### src/cpcd_pkg.sv
// Shared types and constants for the cassette pulse-count decoder.
// No dependencies; used by cpcd_decoder and cassette_pulse_count_decoder_top.
`timescale 1ns / 1ps
`default_nettype none

package cpcd_pkg;

    // Configuration register indexes
    typedef enum logic [2:0] {
        REG_SILENCE_THRESHOLD = 3'd0,
        REG_LONG_PULSE_MIN    = 3'd1,
        REG_SILENCE_RUN       = 3'd2,
        REG_STOP_PULSE_COUNT  = 3'd3,
        REG_DELIVER_MODE      = 3'd4
    } cpcd_reg_idx_t;

    localparam logic [15:0] SILENCE_THRESHOLD_RST = 16'd300;
    localparam logic [7:0]  LONG_PULSE_MIN_RST    = 8'd6;
    localparam logic [7:0]  SILENCE_RUN_RST       = 8'd10;
    localparam logic [15:0] STOP_PULSE_COUNT_RST  = 16'd4000;
    localparam logic        DELIVER_MODE_RST      = 1'b0;

    // Frame positions
    localparam logic [3:0]  AWAIT_START = 4'd15;
    localparam logic [3:0]  PARITY_POS  = 4'd8;
    localparam logic [3:0]  FIRST_DATA  = 4'd1;

    localparam logic [15:0] COUNT_MAX   = 16'hFFFF;

    // Delivery modes
    localparam logic MODE_DIRECT  = 1'b0;
    localparam logic OP_SAMPLE    = 1'b0;

    typedef struct packed {
        logic [15:0] silence_threshold;
        logic [7:0]  long_pulse_min;
        logic [7:0]  silence_run;
        logic [15:0] stop_pulse_count;
        logic        deliver_mode;
    } cpcd_cfg_t;

    typedef struct packed {
        logic       byte_valid;
        logic [7:0] byte_value;
        logic       parity_error;
        logic       error_latched;
        logic       start_bit_missing;
        logic       tape_stopped;
        logic       running;
    } cpcd_result_t;

endpackage

`default_nettype wire

### src/cpcd_decoder.sv
// Decoder state and combinational step logic for the cassette pulse-count decoder.
// Depends on cpcd_pkg.
`timescale 1ns / 1ps
`default_nettype none

module cpcd_decoder (
    input  wire logic                    aclk,
    input  wire logic                    aresetn,
    input  wire logic                    step_en,
    input  wire logic                    op,
    input  wire logic signed [15:0]      sample,
    input  wire cpcd_pkg::cpcd_cfg_t     cfg,
    output cpcd_pkg::cpcd_result_t       result
);

    logic signed [15:0] prev_sample_reg, prev_sample_next;
    logic [15:0]        silence_count_reg, silence_count_next;
    logic [15:0]        pulse_count_reg, pulse_count_next;
    logic [3:0]         bit_pos_reg, bit_pos_next;
    logic               ones_odd_reg, ones_odd_next;
    logic [7:0]         data_shift_reg, data_shift_next;
    logic               tape_running_reg, tape_running_next;
    logic               error_flag_reg, error_flag_next;

    logic signed [16:0] diff;
    logic [15:0]        abs_diff;
    logic               crossing;
    logic               burst_end;
    logic               is_long;
    logic               valid;
    logic [7:0]         value;
    logic               perr;
    logic               missing;
    logic               stopped;

    assign diff     = 17'(signed'(sample)) - 17'(signed'(prev_sample_reg));
    assign abs_diff = diff[16] ? 16'(-diff) : diff[15:0];
    assign crossing = (prev_sample_reg <= 16'sd0) ? (sample > 16'sd0) : (sample < 16'sd0);

    always_comb begin
        prev_sample_next   = prev_sample_reg;
        silence_count_next = silence_count_reg;
        pulse_count_next   = pulse_count_reg;
        bit_pos_next       = bit_pos_reg;
        ones_odd_next      = ones_odd_reg;
        data_shift_next    = data_shift_reg;
        tape_running_next  = tape_running_reg;
        error_flag_next    = error_flag_reg;
        burst_end          = 1'b0;
        is_long            = 1'b0;
        valid              = 1'b0;
        value              = 8'd0;
        perr               = 1'b0;
        missing            = 1'b0;
        stopped            = 1'b0;

        if (op != cpcd_pkg::OP_SAMPLE) begin
            if (!tape_running_reg) begin
                prev_sample_next   = 16'sd0;
                silence_count_next = 16'd0;
                pulse_count_next   = 16'd0;
                bit_pos_next       = cpcd_pkg::AWAIT_START;
                ones_odd_next      = 1'b0;
                data_shift_next    = 8'd0;
                tape_running_next  = 1'b1;
            end
        end else if (tape_running_reg) begin
            if (abs_diff < cfg.silence_threshold) begin
                if (silence_count_reg != cpcd_pkg::COUNT_MAX) begin
                    silence_count_next = silence_count_reg + 16'd1;
                end
            end else begin
                silence_count_next = 16'd0;
            end

            if (crossing && silence_count_next == 16'd0
                    && pulse_count_reg != cpcd_pkg::COUNT_MAX) begin
                pulse_count_next = pulse_count_reg + 16'd1;
            end

            if (pulse_count_next > cfg.stop_pulse_count
                    && silence_count_next > {8'd0, cfg.silence_run}) begin
                tape_running_next = 1'b0;
                stopped           = 1'b1;
            end

            burst_end = (pulse_count_next > 16'd1)
                     && (silence_count_next > {8'd0, cfg.silence_run});
            is_long   = pulse_count_next > {8'd0, cfg.long_pulse_min};

            if (burst_end) begin
                if (bit_pos_reg == cpcd_pkg::PARITY_POS) begin
                    ones_odd_next   = 1'b0;
                    data_shift_next = 8'd0;
                    if (is_long && !ones_odd_reg) begin
                        error_flag_next = 1'b1;
                        perr            = 1'b1;
                        valid           = (cfg.deliver_mode == cpcd_pkg::MODE_DIRECT);
                        bit_pos_next    = cpcd_pkg::FIRST_DATA;
                    end else begin
                        valid        = 1'b1;
                        value        = data_shift_reg;
                        bit_pos_next = cpcd_pkg::AWAIT_START;
                    end
                end else begin
                    if (bit_pos_reg != cpcd_pkg::AWAIT_START) begin
                        if (is_long) begin
                            data_shift_next = data_shift_reg | (8'd1 << bit_pos_reg[2:0]);
                        end
                        bit_pos_next = bit_pos_reg + 4'd1;
                    end else if (!is_long) begin
                        // short start bit: treat it as data bit zero
                        missing      = 1'b1;
                        bit_pos_next = cpcd_pkg::FIRST_DATA;
                    end else begin
                        bit_pos_next = bit_pos_reg + 4'd1;
                    end
                    if (is_long) begin
                        ones_odd_next = ~ones_odd_reg;
                    end
                end
                pulse_count_next = 16'd0;
            end
            prev_sample_next = sample;
        end
    end

    always_comb begin
        result.byte_valid        = valid;
        result.byte_value        = valid ? value : 8'd0;
        result.parity_error      = perr;
        result.error_latched     = error_flag_next;
        result.start_bit_missing = missing;
        result.tape_stopped      = stopped;
        result.running           = tape_running_next;
    end

    always_ff @(posedge aclk) begin
        if (!aresetn) begin
            prev_sample_reg   <= 16'sd0;
            silence_count_reg <= 16'd0;
            pulse_count_reg   <= 16'd0;
            bit_pos_reg       <= cpcd_pkg::AWAIT_START;
            ones_odd_reg      <= 1'b0;
            data_shift_reg    <= 8'd0;
            tape_running_reg  <= 1'b0;
            error_flag_reg    <= 1'b0;
        end else if (step_en) begin
            prev_sample_reg   <= prev_sample_next;
            silence_count_reg <= silence_count_next;
            pulse_count_reg   <= pulse_count_next;
            bit_pos_reg       <= bit_pos_next;
            ones_odd_reg      <= ones_odd_next;
            data_shift_reg    <= data_shift_next;
            tape_running_reg  <= tape_running_next;
            error_flag_reg    <= error_flag_next;
        end
    end

endmodule

`default_nettype wire

### src/cassette_pulse_count_decoder_top.sv
// Top level of the cassette pulse-count decoder: config registers, decoder, output skid.
// Depends on cpcd_pkg and cpcd_decoder.
`timescale 1ns / 1ps
`default_nettype none

// Channel   Direction  Handshake                Payload
// s_        in         s_valid / s_ready        s_op, s_sample
// m_        out        m_valid / m_ready        m_byte_valid .. m_running (one beat per s_ beat)
// cfg_      in         cfg_valid / cfg_ready    cfg_index, cfg_data
//
// One beat enters per cycle while s_ready is high; its result beat is registered for m_.
// The whole decode step is one pass of compare-and-count logic ahead of the output register.
// An output register plus one skid entry decouple the two sides: s_ready only drops once
// two result beats are waiting. Synchronous active-low reset clears decoder state, both
// output entries and restores the register defaults; cfg_ready is always high.

module cassette_pulse_count_decoder_top (
    input  wire logic               aclk,
    input  wire logic               aresetn,

    input  wire logic               s_valid,
    output logic                    s_ready,
    input  wire logic               s_op,
    input  wire logic signed [15:0] s_sample,

    output logic                    m_valid,
    input  wire logic               m_ready,
    output logic                    m_byte_valid,
    output logic [7:0]              m_byte_value,
    output logic                    m_parity_error,
    output logic                    m_error_latched,
    output logic                    m_start_bit_missing,
    output logic                    m_tape_stopped,
    output logic                    m_running,

    input  wire logic               cfg_valid,
    output logic                    cfg_ready,
    input  wire logic [2:0]         cfg_index,
    input  wire logic [15:0]        cfg_data
);

    cpcd_pkg::cpcd_cfg_t    cfg_reg;
    cpcd_pkg::cpcd_result_t step_result;
    cpcd_pkg::cpcd_result_t out_reg;
    cpcd_pkg::cpcd_result_t skid_reg;
    logic                   out_valid_reg;
    logic                   skid_valid_reg;
    logic                   s_accept;
    logic                   out_free;

    // Config writes go straight into the config register; never stall them.
    assign cfg_ready = 1'b1;

    always_ff @(posedge aclk) begin
        if (!aresetn) begin
            cfg_reg.silence_threshold <= cpcd_pkg::SILENCE_THRESHOLD_RST;
            cfg_reg.long_pulse_min    <= cpcd_pkg::LONG_PULSE_MIN_RST;
            cfg_reg.silence_run       <= cpcd_pkg::SILENCE_RUN_RST;
            cfg_reg.stop_pulse_count  <= cpcd_pkg::STOP_PULSE_COUNT_RST;
            cfg_reg.deliver_mode      <= cpcd_pkg::DELIVER_MODE_RST;
        end else if (cfg_valid && cfg_ready) begin
            case (cpcd_pkg::cpcd_reg_idx_t'(cfg_index))
                cpcd_pkg::REG_SILENCE_THRESHOLD: cfg_reg.silence_threshold <= cfg_data;
                cpcd_pkg::REG_LONG_PULSE_MIN:    cfg_reg.long_pulse_min    <= cfg_data[7:0];
                cpcd_pkg::REG_SILENCE_RUN:       cfg_reg.silence_run       <= cfg_data[7:0];
                cpcd_pkg::REG_STOP_PULSE_COUNT:  cfg_reg.stop_pulse_count  <= cfg_data;
                cpcd_pkg::REG_DELIVER_MODE:      cfg_reg.deliver_mode      <= cfg_data[0];
                default: ;  // drop writes to unused indexes
            endcase
        end
    end

    // Accept while the skid entry is empty; the decoder advances on every accepted beat.
    assign s_ready  = !skid_valid_reg;
    assign s_accept = s_valid && s_ready;

    cpcd_decoder u_decoder (
        .aclk    (aclk),
        .aresetn (aresetn),
        .step_en (s_accept),
        .op      (s_op),
        .sample  (s_sample),
        .cfg     (cfg_reg),
        .result  (step_result)
    );

    // Output register drains first; skid holds a beat that arrived during a stall.
    assign out_free = !out_valid_reg || m_ready;

    always_ff @(posedge aclk) begin
        if (!aresetn) begin
            out_valid_reg  <= 1'b0;
            skid_valid_reg <= 1'b0;
        end else if (out_free) begin
            if (skid_valid_reg) begin
                out_valid_reg  <= 1'b1;
                skid_valid_reg <= 1'b0;
            end else begin
                out_valid_reg  <= s_accept;
            end
        end else if (s_accept) begin
            skid_valid_reg <= 1'b1;
        end
    end

    always_ff @(posedge aclk) begin
        if (out_free) begin
            if (skid_valid_reg) begin
                out_reg <= skid_reg;
            end else if (s_accept) begin
                out_reg <= step_result;
            end
        end else if (s_accept) begin
            skid_reg <= step_result;
        end
    end

    assign m_valid             = out_valid_reg;
    assign m_byte_valid        = out_reg.byte_valid;
    assign m_byte_value        = out_reg.byte_value;
    assign m_parity_error      = out_reg.parity_error;
    assign m_error_latched     = out_reg.error_latched;
    assign m_start_bit_missing = out_reg.start_bit_missing;
    assign m_tape_stopped      = out_reg.tape_stopped;
    assign m_running           = out_reg.running;

    // Skid entry is only filled behind a stalled output register.
    a_skid_behind_out: assert property (@(posedge aclk) disable iff (!aresetn)
        skid_valid_reg |-> out_valid_reg)
        else $error("skid entry valid with empty output register");

    // A parity error always leaves the sticky flag set.
    a_perr_latches: assert property (@(posedge aclk) disable iff (!aresetn)
        (m_valid && m_parity_error) |-> m_error_latched)
        else $error("parity error without latched error flag");

    // Stopping the tape leaves it not running.
    a_stop_halts: assert property (@(posedge aclk) disable iff (!aresetn)
        (m_valid && m_tape_stopped) |-> !m_running)
        else $error("tape stopped but still running");

    // No byte value shown without a delivered byte.
    a_value_zero: assert property (@(posedge aclk) disable iff (!aresetn)
        (m_valid && !m_byte_valid) |-> (m_byte_value == 8'd0))
        else $error("byte value nonzero without byte_valid");

endmodule

`default_nettype wire
### config.mk
export PLATFORM = sky130hd
export DESIGN_NAME = cassette_pulse_count_decoder_top
export DESIGN_NICKNAME = d
export VERILOG_FILES = /design/src/cpcd_pkg.sv /design/src/cpcd_decoder.sv /design/src/cassette_pulse_count_decoder_top.sv
export SDC_FILE = /design/constraint.sdc
export NUM_CORES = 1
export LEC_CHECK = 0
export BUFFER_PORTS_ARGS = -buffer_cell sky130_fd_sc_hd__clkbuf_2
export CAP_MARGIN = 30
export CORE_UTILIZATION = 56
export DETAILED_ROUTE_END_ITERATION = 10
export GPL_TIMING_DRIVEN = 0
export PLACE_DENSITY = 0.77
export SLEW_MARGIN = 20
export SYNTH_ARGS = -nofsm -noshare
export SYNTH_HDL_FRONTEND = slang
export SYNTH_SLANG_ARGS = --single-unit
### constraint.sdc
create_clock -name aclk -period 8.1 [get_ports aclk]
set_input_delay 0.81 -clock aclk [delete_from_list [all_inputs] [get_ports aclk]]
set_output_delay 0.81 -clock aclk [all_outputs]
set_load 0.01 [all_outputs]
* Word level (Yosys, flattened, before mapping)
Cells that the tools add are included.
** Word-level totals
- Register bits after elaboration :: 142
- Latch bits :: 0
- Memory bits (writable) :: 0
- ROM bits :: 0
- Input bits :: 41
- Output and inout port bits :: 17
- Word-level logic and storage cells :: 160
- Memories kept :: 0
** Operators by class
- $add $sub $neg :: 5
- Multiply operators :: 0
- Div/mod/pow operators :: 0
- $lt $le $gt $ge :: 8
- Equality and inequality tests :: 9
- Shift operators :: 1
- Muxes and demuxes :: 74
- Bitwise logic cells :: 5
- Reductions and logical operators :: 29
** Operators with widths (count)
- 2-to-1 mux 16 bit :: 16
- 2-to-1 mux 8 bit :: 13
- 2-to-1 mux 1 bit :: 35
- adder 16 x 1 -> 16 bit, second input constant :: 2
- > comparator 16 x 1 -> 1 bit, second input constant :: 2
- > comparator 16 x 8 -> 1 bit :: 2
- 2-to-1 mux 4 bit :: 8
- != test 16 bit, second input constant :: 2
- 2-to-1 mux 14 bit :: 2
- subtractor 16 x 16 -> 17 bit :: 1
- > comparator 16 bit :: 1
- <= comparator 16 x 1 -> 1 bit, second input constant :: 1
- zero test 16 bit :: 1
- less-than comparator 16 x 1 -> 1 bit, second input constant :: 1
- less-than comparator 16 bit :: 1
- negator 16 bit :: 1
- AND reduction 2 bit :: 7
- bitwise OR 8 bit :: 1
- << shifter 1 x 3 -> 8 bit, first input constant :: 1
- == test 3 x 2 -> 1 bit, second input constant :: 2
- logical AND 1 bit :: 6
- AND reduction 6 bit :: 1
- nonzero test 2 bit :: 3
- nonzero test 3 bit :: 2
- 14 further kinds :: 19

* Depth between registers and ports, before layout
- Depth after elaboration :: 23
- Gate-level depth with buffers :: 39
- Mapped depth without buffers :: 36

* Cells and area by module
A second synthesis with hierarchy kept.
** Unflattened totals
- Cells, all modules :: 1116
- Area total of the unflattened synthesis :: 9572.9 µm²
** By module, submodules not included
- cpcd_decoder :: times used 1, cells each 870, area each 6535.0 µm², sequential area each 1261.2 µm²
- cassette_pulse_count_decoder_top :: times used 1, cells each 246, area each 3037.9 µm², sequential area each 1861.8 µm²

* Least setup slack after synthesis
Ideal clock, no wire load.
- Kind :: input port to flip-flop
- Start :: input port s_sample[0]
- End :: register out_reg, in the netlist m_byte_value[6] (data pin)
- Library setup time :: 0.169 ns
- Arrival :: 8.295 ns
- Required time :: 7.931 ns
- Path slack :: -0.364 ns
- Cell stages on the path :: 37
- Path buffers :: 3
- Cell sequence :: inv_1 > ha_1 > fa_1 > nor2b_1 > o21ai_0 > a21boi_0 > nor2_1 > or3_1 > nor3_1 > or4b_2 > or4_1 > o31ai_1 > o2bb2ai_1 > xnor2_1 > ha_1 > nand4_1 > a21oi_1 > a221o_1 > a21o_1 > buf_2 > buf_1 > nand2_1 > nand2_1 > nand2_1 > ha_1 > nor2b_1 > o21a_1 > o21a_1 > o21ai_0 > a21oi_1 > a211oi_1 > o22ai_1 > a2111oi_2 > a21oi_1 > nand3b_1 > buf_2 > o31ai_1
** Between the ends
- Longest elaborated chain between the ends :: 23
- Elaborated cells between the ends (all ways) :: 34
- Those cells by class :: add/sub: 2; order compare: 6; mux: 21; reduce/logical: 5
** RTL lines
- from (decl) :: line cassette_pulse_count_decoder_top.sv:24 : input wire logic signed [15:0] s_sample,
- subtractor 16 x 16 -> 17 bit :: line cpcd_decoder.sv:36 : assign diff = 17'(signed'(sample)) - 17'(signed'(prev_sample_reg));
- negator 16 bit :: line cpcd_decoder.sv:37 : assign abs_diff = diff[16] ? 16'(-diff) : diff[15:0];
- 2-to-1 mux 16 bit :: line cpcd_decoder.sv:37
- less-than comparator 16 bit :: line cpcd_decoder.sv:68 : if (abs_diff < cfg.silence_threshold) begin
- 2-to-1 mux 16 bit :: line cpcd_decoder.sv:68
- 2-to-1 mux 16 bit :: line cpcd_decoder.sv:67 : end else if (tape_running_reg) begin
- 2-to-1 mux 16 bit :: line cpcd_decoder.sv:57 : if (op != cpcd_pkg::OP_SAMPLE) begin
- zero test 16 bit :: line cpcd_decoder.sv:76 : if (crossing && silence_count_next == 16'd0
- (+7 left out)
- 2-to-1 mux 8 bit / 2-to-1 mux 1 bit (equally long branches) :: line cpcd_decoder.sv:95 : if (is_long && !ones_odd_reg) begin
- 2-to-1 mux 8 bit / 2-to-1 mux 1 bit (equally long branches) :: line cpcd_decoder.sv:92 : if (bit_pos_reg == cpcd_pkg::PARITY_POS) begin
- 2-to-1 mux 8 bit / 2-to-1 mux 1 bit (equally long branches) :: line cpcd_decoder.sv:91 : if (burst_end) begin
- 2-to-1 mux 8 bit / 2-to-1 mux 1 bit (equally long branches) :: line cpcd_decoder.sv:67
- 2-to-1 mux 8 bit / 2-to-1 mux 1 bit (equally long branches) :: line cpcd_decoder.sv:57
- 2-to-1 mux 8 bit * :: line cpcd_decoder.sv:130 : result.byte_value = valid ? value : 8'd0;
- 2-to-1 mux 14 bit * :: line cassette_pulse_count_decoder_top.sv:110 : end else if (s_accept) begin
- 2-to-1 mux 14 bit * :: line cassette_pulse_count_decoder_top.sv:108 : if (skid_valid_reg) begin
- to (signal assigned) :: line cassette_pulse_count_decoder_top.sv:109 : out_reg <= skid_reg;
- to (signal assigned) :: line cassette_pulse_count_decoder_top.sv:111 : out_reg <= step_result;
- to (decl) :: line cassette_pulse_count_decoder_top.sv:44 : cpcd_pkg::cpcd_result_t out_reg;
Mark *: on every way between the ends. The rest lies on a longest branch, timed or not. The select of a mux whose other input is x is not followed.
A chain may end at the register's enable or synchronous reset.

==> impl_metrics.toml <==
[die]
fp.coreArea_um2 = 15900
die_h_um = 130
rows = 46
dieArea_um2 = 16900
die_x_um = 130
io_pins = 58
start_util_pct = 57.5

[power_and_ir_drop]
sequentialPowerShare_pct = 39.2
p_clk_share_pct = 44.0
combPwrFrac_pct = 16.8
total_power_mw = 1.89
p_leak_nw = 4.19
peakVddDrop_uv = 149
power_switching_uw = 542
internal-power_mw = 1.35
power.density_nw_per_um2 = 178
switching_share_pct = 28.6

[clock_tree]
clock-sinks = 142
cts-root-buf = "clkbuf_16"
clkLatencyLatePin_ns = 0.43
cts_hold_buf = 0
cts_tree = "built"
cts-buffers-inserted = 17
clk_pin_slew_ns = 0.07
htreeDepth = 4
clockBufferDepth = 2

[route]
drc = 0
wirelength_mm = 23.7
vias = 8587
postRouteAntennaNets = 0
drt-initial-drc-count = 657
drtPass1Iterations = 5
vias_per_cell = 5.88
avgRoutedWirePerCell_um = 16.3

[worst_hold_path]
whs_path_depth = 2
hp-start = "cfg_reg[5]"
holdPathEnd = "cfg_reg[5]"
min-delay-path-class = "flop to flop"

[synthesis]
synth-edff-count = 28
ys_seq_area_share_pct = 34.1
synthTopCellsByArea = "dfxtp_1 25%, ha_1 9.8%, edfxtp_1 9.2%, nand2_1 6.9%, a21oi_1 4.7%"
ys_seq_elements = 142
synth.net_count = 1260
synth_area_per_cell_um2 = 8.00
netlist_area_um2 = 9170
yosys_warnings = 0
ys_top_cells_by_count = "169 x nand2_1, 114 x dfxtp_1, 97 x inv_1, 97 x nor2_1, 87 x a21oi_1"
synth_flop_cell = "dfxtp_1"
netlist_instances = 1146
synth_top_area_share_pct = 24.9
yosys.cell_types.count = 82
synthArstFlopShare_pct = 0
yosys.area.top_type = "dfxtp_1"
synth_most_common_cell = "nand2_1"

[sta]
holdWs_ns = 0.455
hold_violations = 0
setup_viol = 0
period_share_pct = 97.3
tightest_slew_ns = 0.860
slew_violations = 0
slew_headroom_pct = 42.1
fmaxAchievable_ghz = 0.127
clock_skew_ns = 0.00864
period_needed_ns = 7.88

[grt]
grt_overflow = 0
track_usage_pct = 29.0
grt_pass1_wl_mm = 38.4
antenna_found_initial = 0
grt_max_degree = 17
grt_pass1_vias = 7823

[layout]
largest_register_ffs = 49
antenna_cells = 0
fin_nets = 1345
area_growth_syn_to_layout_pct = 15.8
final_cells = 1460
final_layout_size_suffix_gt1_share_pct = 13.1

[setup_path]
start_kind = "input port"
worstRegToRegCells = 35
path_class = "input port to flop"
critPathMaxStageDelay_ns = 0.50
required_ns = 8.40
cp.arrival_ns = 8.18
crit_path_end_kind = "flop"
reg2reg_slack_ns = 0.44
crit_slowest_cell = "or4b_4"
r2r-start = "u_decoder.prev_sample_reg[1]"
path_common_cell = "o21a_1"
timing.rr.end = "m_running"
crit_fanout = 10

[placement]
port_buffers = 54
dp_hpwl_mm = 17.4
dpl.cell_count = 1416
place_congestion = 0.906

[run]
max_cap_violations = 0

[run_status]
outcome = "completed"
==> power by group through the flow <==
stage	combinational, mW	clock (mW)	sequential [mW]
final	0.318	0.833	0.743
after global routing	0.349	0.867	0.744
after CTS	0.305	0.835	0.743
after detailed placement	0.284	0	0.758
after global placement	0.280	0	0.758
after floorplan	0.198	0	0.759
==> cell type report <==
class | instances | area, um2
Fill cell | 1316 | 5320
Tap cell | 216 | 270
Buffer | 54 | 245
Clock inverter | 15 | 198
Multi-Input combinational cell | 851 | 5620
Sequential cell | 142 | 3120
Inverter | 98 | 368
Clock buffer | 17 | 425
Timing Repair Buffer | 67 | 369
==> layout by cell type, fill, tap and decap left out, types with 24 or more instances in the layout <==
master      n
nor3_1     28
a22oi_1    24
nor2_1     94
o21ai_0    31
clkbuf_1   35
nand3_1    28
ha_1       72
nand2_1   167
xnor2_1    29
inv_1      97
clkbuf_2   58
edfxtp_1   28
a21oi_1    85
dfxtp_1   114
==> logic make-up (layout without fill, tap and decap cells) <==
family	after synthesis	after routing	share of synthesized area (%)
adders and majority gates	73	73	10.0
other	1	1	0.0409
muxes	5	5	0.560
and+or+nand+nor	437	437	23.0
DFF	142	142	34.1
AOI/OAI and AO/OA	289	289	21.3
buffers and inverters	153	251	6.54
xor gates and xnor gates	46	46	4.39
==> timing repair <==
action | in CTS | in global routing
endpoints found under the setup margin | 52 | 54
pin swaps | 13 | 8
resized for setup | 22 | 19
setup buffers | 11 | 2
==> worst max-delay path, delay by kind of cell <==
family	cells	cell delay [ns]
fa+ha+maj	4	1.07
compound gates	19	3.96
simple gates	8	1.61
buf+inv	4	0.43
xor+xnor	1	0.14
mux	1	0.15
==> metrics by stage <==
stage | setup TNS, ns | instance area, um2 | util (%) | worst slack, ns
5_1_grt | -0.00786 | 10600 | 66.6 | -0.00592
3_5_place_dp | -51.29 | 9730 | 61.0 | -1.44
4_1_cts | 0 | 10500 | 66.0 | 0.0133
6_report | 0 | 10600 | 66.6 | 0.222
2_1_floorplan | 0 | 9190 | - | 0.00288
3_3_place_gp | -45.43 | 9730 | 61.0 | -1.33
==> routing by layer <==
layer  global-route usage [%]  vias up  share of wire [%]
li1                         -     4254                  -
met1                     37.2     4056                 45
met2                     48.4      228                 47
met3                     4.96       49                4.5
met4                     11.5        0                3.0
met5                        0        -                  0
==> worst max path at each step <==
stage,start,end,slack (ns),cells past startpoint
after floorplan,s_sample[0],m_byte_value[6],0.003,37
final,s_sample[0],m_running,0.22,37
after CTS,s_sample[0],skid_reg[7],0.01,38
after detailed placement,s_sample[0],m_byte_value[7],-1.44,38
after global placement,s_sample[0],m_byte_value[6],-1.33,38
after global routing,s_sample[0],skid_reg[6],-0.006,38
Note: power is estimated with default switching activity, not from simulation.
